**src/rtl/byte_stream_content_classifier_assert.svh**
```systemverilog
// Assertion macros for the byte stream content classifier.
// Needs signals named clk and rst in the module that uses them.
`ifndef BYTE_STREAM_CONTENT_CLASSIFIER_ASSERT_SVH
`define BYTE_STREAM_CONTENT_CLASSIFIER_ASSERT_SVH

`ifndef SYNTHESIS
`define BSCC_ASSERT_IMP(lbl, ante, cons) \
  lbl: assert property (@(posedge clk) disable iff (rst) (ante) |-> (cons)) \
    else $error("bscc assertion failed");
`define BSCC_ASSERT_NXT(lbl, ante, cons) \
  lbl: assert property (@(posedge clk) disable iff (rst) (ante) |=> (cons)) \
    else $error("bscc assertion failed");
`else
`define BSCC_ASSERT_IMP(lbl, ante, cons)
`define BSCC_ASSERT_NXT(lbl, ante, cons)
`endif

`endif

```
**src/rtl/bscc_pkg.sv**
```systemverilog
// Shared types and constants for the byte stream content classifier.
// No dependencies.
package bscc_pkg;

  localparam int COUNT_BITS   = 32;
  localparam int HEADER_DEPTH = 12;
  // 50 * count needs six more bits than count
  localparam int SCALED_BITS  = COUNT_BITS + 6;
  localparam logic [SCALED_BITS-1:0] CTRL_WEIGHT = SCALED_BITS'(50);
  localparam logic [COUNT_BITS-1:0]  COUNT_MAX   = '1;

  localparam int IN_TDATA_W  = 8;
  localparam int OUT_TDATA_W = 40;

  typedef logic [HEADER_DEPTH-1:0][7:0] hdr_t;

  typedef enum logic [3:0] {
    CLS_OCTET = 4'd0,
    CLS_PNG   = 4'd1,
    CLS_JPEG  = 4'd2,
    CLS_GIF   = 4'd3,
    CLS_PDF   = 4'd4,
    CLS_ZIP   = 4'd5,
    CLS_GZIP  = 4'd6,
    CLS_BMP   = 4'd7,
    CLS_ELF   = 4'd8,
    CLS_WEBP  = 4'd9,
    CLS_TEXT  = 4'd10
  } class_t;

endpackage

```
**src/rtl/bscc_sig_match.sv**
```systemverilog
// Magic signature and byte order mark match over the buffer's first bytes.
// Depends on bscc_pkg.
module bscc_sig_match (
  input  bscc_pkg::hdr_t                    hdr,
  input  logic [bscc_pkg::COUNT_BITS-1:0]   count,
  output bscc_pkg::class_t                  sig_class
);
  import bscc_pkg::*;

  // signatures, first byte in the lowest bits
  localparam logic [63:0] SIG_PNG   = 64'h0A1A_0A0D_474E_5089;
  localparam logic [23:0] SIG_JPEG  = 24'hFF_D8FF;
  localparam logic [47:0] SIG_GIF7  = 48'h6137_3846_4947;
  localparam logic [47:0] SIG_GIF9  = 48'h6139_3846_4947;
  localparam logic [39:0] SIG_PDF   = 40'h2D_4644_5025;
  localparam logic [31:0] SIG_ZIP_A = 32'h0403_4B50;
  localparam logic [31:0] SIG_ZIP_B = 32'h0605_4B50;
  localparam logic [31:0] SIG_ZIP_C = 32'h0807_4B50;
  localparam logic [15:0] SIG_GZIP  = 16'h8B1F;
  localparam logic [15:0] SIG_BMP   = 16'h4D42;
  localparam logic [31:0] SIG_ELF   = 32'h464C_457F;
  localparam logic [31:0] SIG_RIFF  = 32'h4646_4952;
  localparam logic [31:0] SIG_WEBP  = 32'h5042_4557;
  localparam logic [15:0] BOM_LE16  = 16'hFEFF;
  localparam logic [15:0] BOM_BE16  = 16'hFFFE;
  localparam logic [23:0] BOM_UTF8  = 24'hBF_BBEF;

  logic ge2, ge3, ge4, ge5, ge6, ge8, ge12;

  assign ge2  = count >= COUNT_BITS'(2);
  assign ge3  = count >= COUNT_BITS'(3);
  assign ge4  = count >= COUNT_BITS'(4);
  assign ge5  = count >= COUNT_BITS'(5);
  assign ge6  = count >= COUNT_BITS'(6);
  assign ge8  = count >= COUNT_BITS'(8);
  assign ge12 = count >= COUNT_BITS'(12);

  always_comb begin
    if (ge8 && hdr[7:0] == SIG_PNG) begin
      sig_class = CLS_PNG;
    end else if (ge3 && hdr[2:0] == SIG_JPEG) begin
      sig_class = CLS_JPEG;
    end else if (ge6 && (hdr[5:0] == SIG_GIF7 || hdr[5:0] == SIG_GIF9)) begin
      sig_class = CLS_GIF;
    end else if (ge5 && hdr[4:0] == SIG_PDF) begin
      sig_class = CLS_PDF;
    end else if (ge4 && (hdr[3:0] == SIG_ZIP_A || hdr[3:0] == SIG_ZIP_B ||
                         hdr[3:0] == SIG_ZIP_C)) begin
      sig_class = CLS_ZIP;
    end else if (ge2 && hdr[1:0] == SIG_GZIP) begin
      sig_class = CLS_GZIP;
    end else if (ge2 && hdr[1:0] == SIG_BMP) begin
      sig_class = CLS_BMP;
    end else if (ge4 && hdr[3:0] == SIG_ELF) begin
      sig_class = CLS_ELF;
    end else if (ge12 && hdr[3:0] == SIG_RIFF && hdr[11:8] == SIG_WEBP) begin
      sig_class = CLS_WEBP;
    end else if (ge2 && (hdr[1:0] == BOM_LE16 || hdr[1:0] == BOM_BE16)) begin
      sig_class = CLS_TEXT;
    end else if (ge3 && hdr[2:0] == BOM_UTF8) begin
      sig_class = CLS_TEXT;
    end else begin
      sig_class = CLS_OCTET;
    end
  end

endmodule

```
**src/rtl/byte_stream_content_classifier.sv**
```systemverilog
// The transfer that ends the buffer goes through the input register, then the result
// register. Throughput: one byte per cycle, sustained, since each byte only needs
// one pass of decode and count logic. The result register frees the input side while
// a result waits; the transfer ending the next buffer stalls until it is taken.
// Reset (rst, synchronous, active high) clears the valids and all buffer state.
// Depends on bscc_pkg, bscc_sig_match and byte_stream_content_classifier_assert.svh.
`include "byte_stream_content_classifier_assert.svh"

module byte_stream_content_classifier (
  input  logic                                 clk,
  input  logic                                 rst,
  input  logic                                 s_tvalid,
  output logic                                 s_tready,
  input  logic [bscc_pkg::IN_TDATA_W-1:0]      s_tdata,   // [7:0] data_byte
  input  logic                                 s_tuser,   // [0] has_byte
  input  logic                                 s_tlast,
  output logic                                 m_tvalid,
  input  logic                                 m_tready,
  output logic [bscc_pkg::OUT_TDATA_W-1:0]     m_tdata    // [3:0] content_class,
                                                          // [35:4] bytes_seen
);
  import bscc_pkg::*;

  // input register
  logic       in_valid;
  logic [7:0] in_byte;
  logic       in_has;
  logic       in_last;

  // buffer state
  hdr_t                   hdr, hdr_next;
  logic [COUNT_BITS-1:0]  byte_count, count_next;
  logic [COUNT_BITS-1:0]  control_char_count, ctrl_next;
  logic [SCALED_BITS-1:0] ctrl_scaled, scaled_next;  // 50 * control_char_count
  logic [1:0]             pending, pending_next;
  logic                   utf8_invalid, invalid_next;
  logic                   zero_seen, zero_next;

  // result register
  class_t                 class_q;
  logic [COUNT_BITS-1:0]  bytes_seen_q;

  logic   advance;
  logic   take;
  logic   is_ctrl;
  logic   text_ok;
  class_t sig_class;
  class_t class_next;

  assign advance  = in_valid && (!in_last || !m_tvalid || m_tready);
  assign s_tready = !in_valid || advance;
  assign take     = s_tvalid && s_tready;

  always_ff @(posedge clk) begin
    if (rst) begin
      in_valid <= 1'b0;
    end else if (s_tready) begin
      in_valid <= s_tvalid;
    end
    if (take) begin
      in_byte <= s_tdata[7:0];
      in_has  <= s_tuser;
      in_last <= s_tlast;
    end
  end

  always_comb begin
    case (in_byte)
      8'h08, 8'h09, 8'h0A, 8'h0C, 8'h0D: is_ctrl = 1'b0;
      default:                           is_ctrl = in_byte < 8'h20;
    endcase
  end

  always_comb begin
    hdr_next     = hdr;
    count_next   = byte_count;
    ctrl_next    = control_char_count;
    scaled_next  = ctrl_scaled;
    pending_next = pending;
    invalid_next = utf8_invalid;
    zero_next    = zero_seen;
    if (in_has) begin
      for (int i = 0; i < HEADER_DEPTH; i++) begin
        if (byte_count == COUNT_BITS'(i)) begin
          hdr_next[i] = in_byte;
        end
      end
      if (byte_count != COUNT_MAX) begin
        count_next = byte_count + COUNT_BITS'(1);
      end
      if (in_byte == 8'h00) begin
        zero_next = 1'b1;
      end
      if (is_ctrl && control_char_count != COUNT_MAX) begin
        ctrl_next   = control_char_count + COUNT_BITS'(1);
        scaled_next = ctrl_scaled + CTRL_WEIGHT;
      end
      if (pending != 2'd0) begin
        if (in_byte[7:6] != 2'b10) begin
          invalid_next = 1'b1;
        end
        pending_next = pending - 2'd1;
      end else if (in_byte[7]) begin
        if (in_byte[7:5] == 3'b110) begin
          if (in_byte < 8'hC2) begin
            invalid_next = 1'b1;
          end else begin
            pending_next = 2'd1;
          end
        end else if (in_byte[7:4] == 4'b1110) begin
          pending_next = 2'd2;
        end else if (in_byte[7:3] == 5'b11110) begin
          if (in_byte > 8'hF4) begin
            invalid_next = 1'b1;
          end else begin
            pending_next = 2'd3;
          end
        end else begin
          invalid_next = 1'b1;
        end
      end
    end
  end

  bscc_sig_match u_sig_match (
    .hdr       (hdr_next),
    .count     (count_next),
    .sig_class (sig_class)
  );

  // ctrl <= count/50 is the same as 50*ctrl <= count
  assign text_ok = !invalid_next && pending_next == 2'd0 && !zero_next &&
                   (ctrl_next <= COUNT_BITS'(1) ||
                    scaled_next <= SCALED_BITS'(count_next));

  always_comb begin
    if (count_next == '0) begin
      class_next = CLS_OCTET;
    end else if (sig_class != CLS_OCTET) begin
      class_next = sig_class;
    end else if (text_ok) begin
      class_next = CLS_TEXT;
    end else begin
      class_next = CLS_OCTET;
    end
  end

  always_ff @(posedge clk) begin
    if (rst) begin
      hdr                <= '0;
      byte_count         <= '0;
      control_char_count <= '0;
      ctrl_scaled        <= '0;
      pending            <= 2'd0;
      utf8_invalid       <= 1'b0;
      zero_seen          <= 1'b0;
    end else if (advance) begin
      if (in_last) begin
        hdr                <= '0;
        byte_count         <= '0;
        control_char_count <= '0;
        ctrl_scaled        <= '0;
        pending            <= 2'd0;
        utf8_invalid       <= 1'b0;
        zero_seen          <= 1'b0;
      end else begin
        hdr                <= hdr_next;
        byte_count         <= count_next;
        control_char_count <= ctrl_next;
        ctrl_scaled        <= scaled_next;
        pending            <= pending_next;
        utf8_invalid       <= invalid_next;
        zero_seen          <= zero_next;
      end
    end
  end

  always_ff @(posedge clk) begin
    if (rst) begin
      m_tvalid <= 1'b0;
    end else if (advance && in_last) begin
      m_tvalid <= 1'b1;
    end else if (m_tready) begin
      m_tvalid <= 1'b0;
    end
    if (advance && in_last) begin
      class_q      <= class_next;
      bytes_seen_q <= count_next;
    end
  end

  assign m_tdata = {(OUT_TDATA_W - COUNT_BITS - 4)'(0), bytes_seen_q, class_q};

  `BSCC_ASSERT_NXT(a_clear_after_end, advance && in_last, byte_count == '0 && pending == 2'd0 && !utf8_invalid)
  `BSCC_ASSERT_NXT(a_result_loaded, advance && in_last, m_tvalid)
  `BSCC_ASSERT_IMP(a_ctrl_le_count, 1'b1, control_char_count <= byte_count)
  `BSCC_ASSERT_IMP(a_scaled_tracks, 1'b1, ctrl_scaled == SCALED_BITS'(control_char_count) * CTRL_WEIGHT)
  `BSCC_ASSERT_IMP(a_empty_octet, m_tvalid && bytes_seen_q == '0, class_q == CLS_OCTET)

endmodule

```
**config.mk**
```make
export PLATFORM = sky130hd
export DESIGN_NAME = byte_stream_content_classifier
export DESIGN_NICKNAME = d
export VERILOG_FILES = /design/src/rtl/bscc_pkg.sv /design/src/rtl/bscc_sig_match.sv /design/src/rtl/byte_stream_content_classifier.sv
export VERILOG_INCLUDE_DIRS = /design/src /design/src/rtl
export SDC_FILE = /design/constraint.sdc
export NUM_CORES = 1
export LEC_CHECK = 0
export BUFFER_PORTS_ARGS = -buffer_cell sky130_fd_sc_hd__buf_2
export CORE_MARGIN = 2
export CORE_UTILIZATION = 64
export DETAILED_ROUTE_END_ITERATION = 6
export GPL_TIMING_DRIVEN = 0
export PLACE_DENSITY = 0.82
export SETUP_SLACK_MARGIN = 0.05
export SYNTH_ARGS = -nofsm -noshare
export SYNTH_HDL_FRONTEND = slang
export SYNTH_HIERARCHICAL = 1
export SYNTH_SLANG_ARGS = --single-unit
```
**constraint.sdc**
```tcl
create_clock -name clk -period 16.9 [get_ports clk]
set_input_delay 2.535 -clock clk [delete_from_list [all_inputs] [get_ports clk]]
set_output_delay 2.535 -clock clk [all_outputs]
set_load 0.02 [all_outputs]
```
==> results.md <==
* Clock buffer depth at 3
* NetSw at 0.328 mW
* Horizontal extent of the die at 158 um
* Initial DRC Count at 2,216
* Violated checks: DRC
* Maximum frequency from static timing analysis at 122 MHz
* Maxcap violations at 0
* Deepest level of the CTS H-tree at 1
* Weighted congestion at the end of routability-driven global placement at 1.08
* Remaining antenna violation count at 0
* Area growth from synthesis to final layout at 10.5%
* First-pass detailed-route iteration total at 7
* Final worst path period share at 48.3%
* Crit path required time at 17.29 ns
* Startpoint types: flop
* Placed cell areas at 15,800 sq um
* Area of all placed cells without fillers at 16,700 sq um
* Internal Pwr Total at 0.974 mW
* Largest voltage drop on the vdd net at 0.0000759 V
* Later-pin clock latency in the skew report at 0.56 ns
* Via total after detailed routing at 15,800
* # clock sinks at 249
* Clock share of power at 46.3%
* Final number of max-transition violations at 0
* Final antenna diode count at 0
* Num CTS Buffers at 26
* Share of flip-flops with an asynchronous set or reset at 0%
* Net count reported at finish at 1,979
* Area of the core at 23,300 sq um
* Transition time at the pin with the least slew margin at 1.38 ns
* Most frequent standard cell in the layout excluding fill and tap cells: nor2_1
* Number of cells in the finished layout apart from fillers at 2,267
* Sequence of cells on the critical path: clkbuf_1 -> nand3_1 -> nor4_1 -> o311a_1 -> and2_1 -> xnor2_1 -> inv_1 -> nor4_1 -> nand4_1 -> or4_4 -> o2111a_1 -> a211o_1 -> or4_1 -> nor3_1 -> and4_1 -> o211ai_1 -> a2111oi_0 -> a21oi_1 -> a22oi_1
* Quantity of gates resized following cts at 0
* Buffer type at the clock tree root: clkbuf_16
* Detailed-route wire length per cell at 23.7 um
* Setup repair after global routing missed its margin: false
* Post-place setup slack at 9.03 ns
* Final HPWL from detailed placement at 38,700 um
* Highest-count cells in the layout ignoring fill and taps: nor2_1 (245), dfxtp_1 (203), a22oi_1 (139)
* Worst clock skew at 0.0125 ns
* Total of warnings raised by yosys at 6
* Flip-flop and latch area at 5450 sq um
* Antenna violations before repair at 0
* Register-to-register setup slack at 8.73 ns
* Startpoint-to-endpoint class of the critical path: flop to flop
* Quantity of I/O buffers inserted on ports at 50
* Final Util at 71.6%
* Top fanout value on the critical path at 10
* Buffers & Inverters on Critical Path at 2
* Number of different library cells in the post-synthesis netlist at 84
* GRT Util Overall at 42.6%
* Count of standard-cell rows at 56
* Per-cell via count in the routed design at 6.96
* Accumulated negative setup slack at 0 ns
* Initial cell density of the core at 64.8%
* Area of the mapped netlist at 15,100 sq um
* Maximum cell stage delay along the critical path at 1.12 ns
* Setup slack of the critical path after layout at 8.73 ns
* Io pins at 56
* Die height at 158 um
* Number of hold buffers added after cts at 0
* Gate count of the mapped netlist at 1,846
* Worst hold slack at 0.499 ns
* Signal arrival time at the worst endpoint at 8.56 ns
* Number of synthesized register bits at 249
* Multi-input gate area at 8960 sq um
* # fillers at 1,890
* Total congestion overflow after global routing at 0
* Final routed DRC violation total at 10
* Reg power frac at 46.9%
* Most frequent cell on the critical path: nor4_1
* Power after layout at 1.30 mW
* Pwr/cell area at 77.9 nW/um^2
* Number of global-route vias before repair at 14,700
* Overall routed net length at 53,700 um
* Relative max-transition margin at 5.87%
* Comb power frac at 6.8%
* CTS clock-pin slew for the worst setup and hold paths at 0.07 ns
* Leakage Power at 6.05 nW
* Cell type group with the largest total delay on the critical path: simple AND/OR/NAND/NOR gates
* Average size of a mapped cell at 8.19 sq um
* Run status: finished, violations left
* Setup-violating endpoint count in the final report at 0
* Net switching share of the total power at 25.2%
* Worst setup EP type: flop
* First-pass GRT wire length at 81,700 um
* Slowest cell on the critical path: a2111oi_0
* Most used flip-flop cell after synthesis: dfxtp_1
* Post CTS Setup Buffer Count at 0
* Pin count of the biggest net entering global routing at 22
* CTS tree: built
* Final worst path period need at 8.17 ns
* Worst hold-check path type: flop to flop
* Number of synthesized flops with an enable pin at 46
* Cell Count Post-Placement at 2,219
* Sequential cell area fraction in the yosys report at 36.0%
* Endpoints failing hold at 0
* Die Footprint at 24,900 sq um
* Ratio of cells with drive above 1 in the final layout at 10.6%
cell type report:
type / instances / share of cell area, %
Buffer: 142 / 3.39
Tap cell: 319 / 2.39
Clock inverter: 12 / 0.719
Timing Repair Buffer: 51 / 1.66
Multi-Input combinational cell: 1412 / 53.6
Sequential cell: 249 / 32.6
Inverter: 46 / 1.03
Clock buffer: 36 / 4.61
sequential cells by signal, indices dropped and copies added (netlist names):
| name | flops |
|---|---|
| in_last | 1 |
| m_tvalid | 1 |
| control_char_count | 32 |
| byte_count | 32 |
| in_has | 1 |
| hdr | 96 |
| in_valid | 1 |
| in_byte | 8 |
| pending | 2 |
| bytes_seen_q | 32 |
| ctrl_scaled | 37 |
| class_q | 4 |
| zero_seen | 1 |
| utf8_invalid | 1 |
worst paths after layout:
path                        from  depth (start not counted)                        to
max             in_has$_DFFE_PP_                         19  class_q[3]$_SDFFCE_PN0P_
min          hdr[5]$_SDFFE_PP0P_                          2       hdr[5]$_SDFFE_PP0P_
max reg2reg     in_has$_DFFE_PP_                         19  class_q[3]$_SDFFCE_PN0P_
min reg2reg  hdr[5]$_SDFFE_PP0P_                          2       hdr[5]$_SDFFE_PP0P_
cells in the mapped netlist, drive strengths merged, types with 10 or more instances:
| cell type | n | area (sq um) |
|---|---|---|
| and2 | 18 | 114 |
| xor2 | 31 | 272 |
| or4 | 19 | 150 |
| a21oi | 99 | 495 |
| xnor2 | 37 | 324 |
| a22oi | 139 | 1040 |
| nand3 | 58 | 290 |
| o21ai | 108 | 541 |
| edfxtp | 46 | 1380 |
| nor4 | 47 | 340 |
| nand4 | 62 | 388 |
| or3 | 28 | 176 |
| nor3 | 54 | 275 |
| nor4b | 13 | 114 |
| nor2 | 246 | 923 |
| inv | 46 | 173 |
| a31oi | 22 | 153 |
| and4 | 20 | 175 |
| a21o | 14 | 105 |
| and3 | 21 | 133 |
| nor2b | 10 | 62.6 |
| mux2 | 74 | 833 |
| nand3b | 10 | 75.1 |
| ha | 37 | 463 |
| dfxtp | 203 | 4060 |
| nand2 | 127 | 484 |
| buf | 26 | 130 |
| clkbuf | 116 | 437 |
| nand4b | 12 | 105 |
power by group through the flow:
| stage | sequential (mW) | clock [mW] | combinational, mW |
|---|---|---|---|
| floorplan | 0.624 | 0 | 0.0458 |
| global placement | 0.624 | 0 | 0.0816 |
| detailed placement | 0.624 | 0 | 0.0831 |
| CTS | 0.610 | 0.601 | 0.0834 |
| global route | 0.611 | 0.624 | 0.0902 |
| finish | 0.611 | 0.603 | 0.0880 |
worst reg2reg max path, cell delays in order, from the launching register on:
cell	delay, ns
edfxtp_1	0.50
clkbuf_1	0.49
nand3_1	0.17
nor4_1	1.10
o311a_1	0.53
and2_1	0.26
xnor2_1	0.23
inv_1	0.17
nor4_1	0.37
nand4_1	0.40
or4_4	0.66
o2111a_1	0.26
a211o_1	0.28
or4_1	0.51
nor3_1	0.14
and4_1	0.21
o211ai_1	0.19
a2111oi_0	1.12
a21oi_1	0.18
a22oi_1	0.22
cells by family after synthesis:
| kind of cell | after synthesis | share of synthesized area (%) |
|---|---|---|
| AOI/OAI and AO/OA | 455 | 19.8 |
| xor gates and xnor gates | 68 | 3.94 |
| adders and majority gates | 37 | 3.06 |
| buffers and inverters | 188 | 4.89 |
| DFF | 249 | 36.0 |
| muxes | 75 | 5.58 |
| other | 1 | 0.0248 |
| and+or+nand+nor | 773 | 26.7 |
metal layers:
metal / wire length, um / vias up / global-route usage [%]
met5: 0 / - / 0
met4: 3730 / 0 / 26.2
met3: 6440 / 280 / 9.03
met2: 23200 / 1087 / 66.1
met1: 20300 / 7355 / 54.4
li1: - / 7049 / -
No activity file was read; power rests on OpenSTA's default activity.
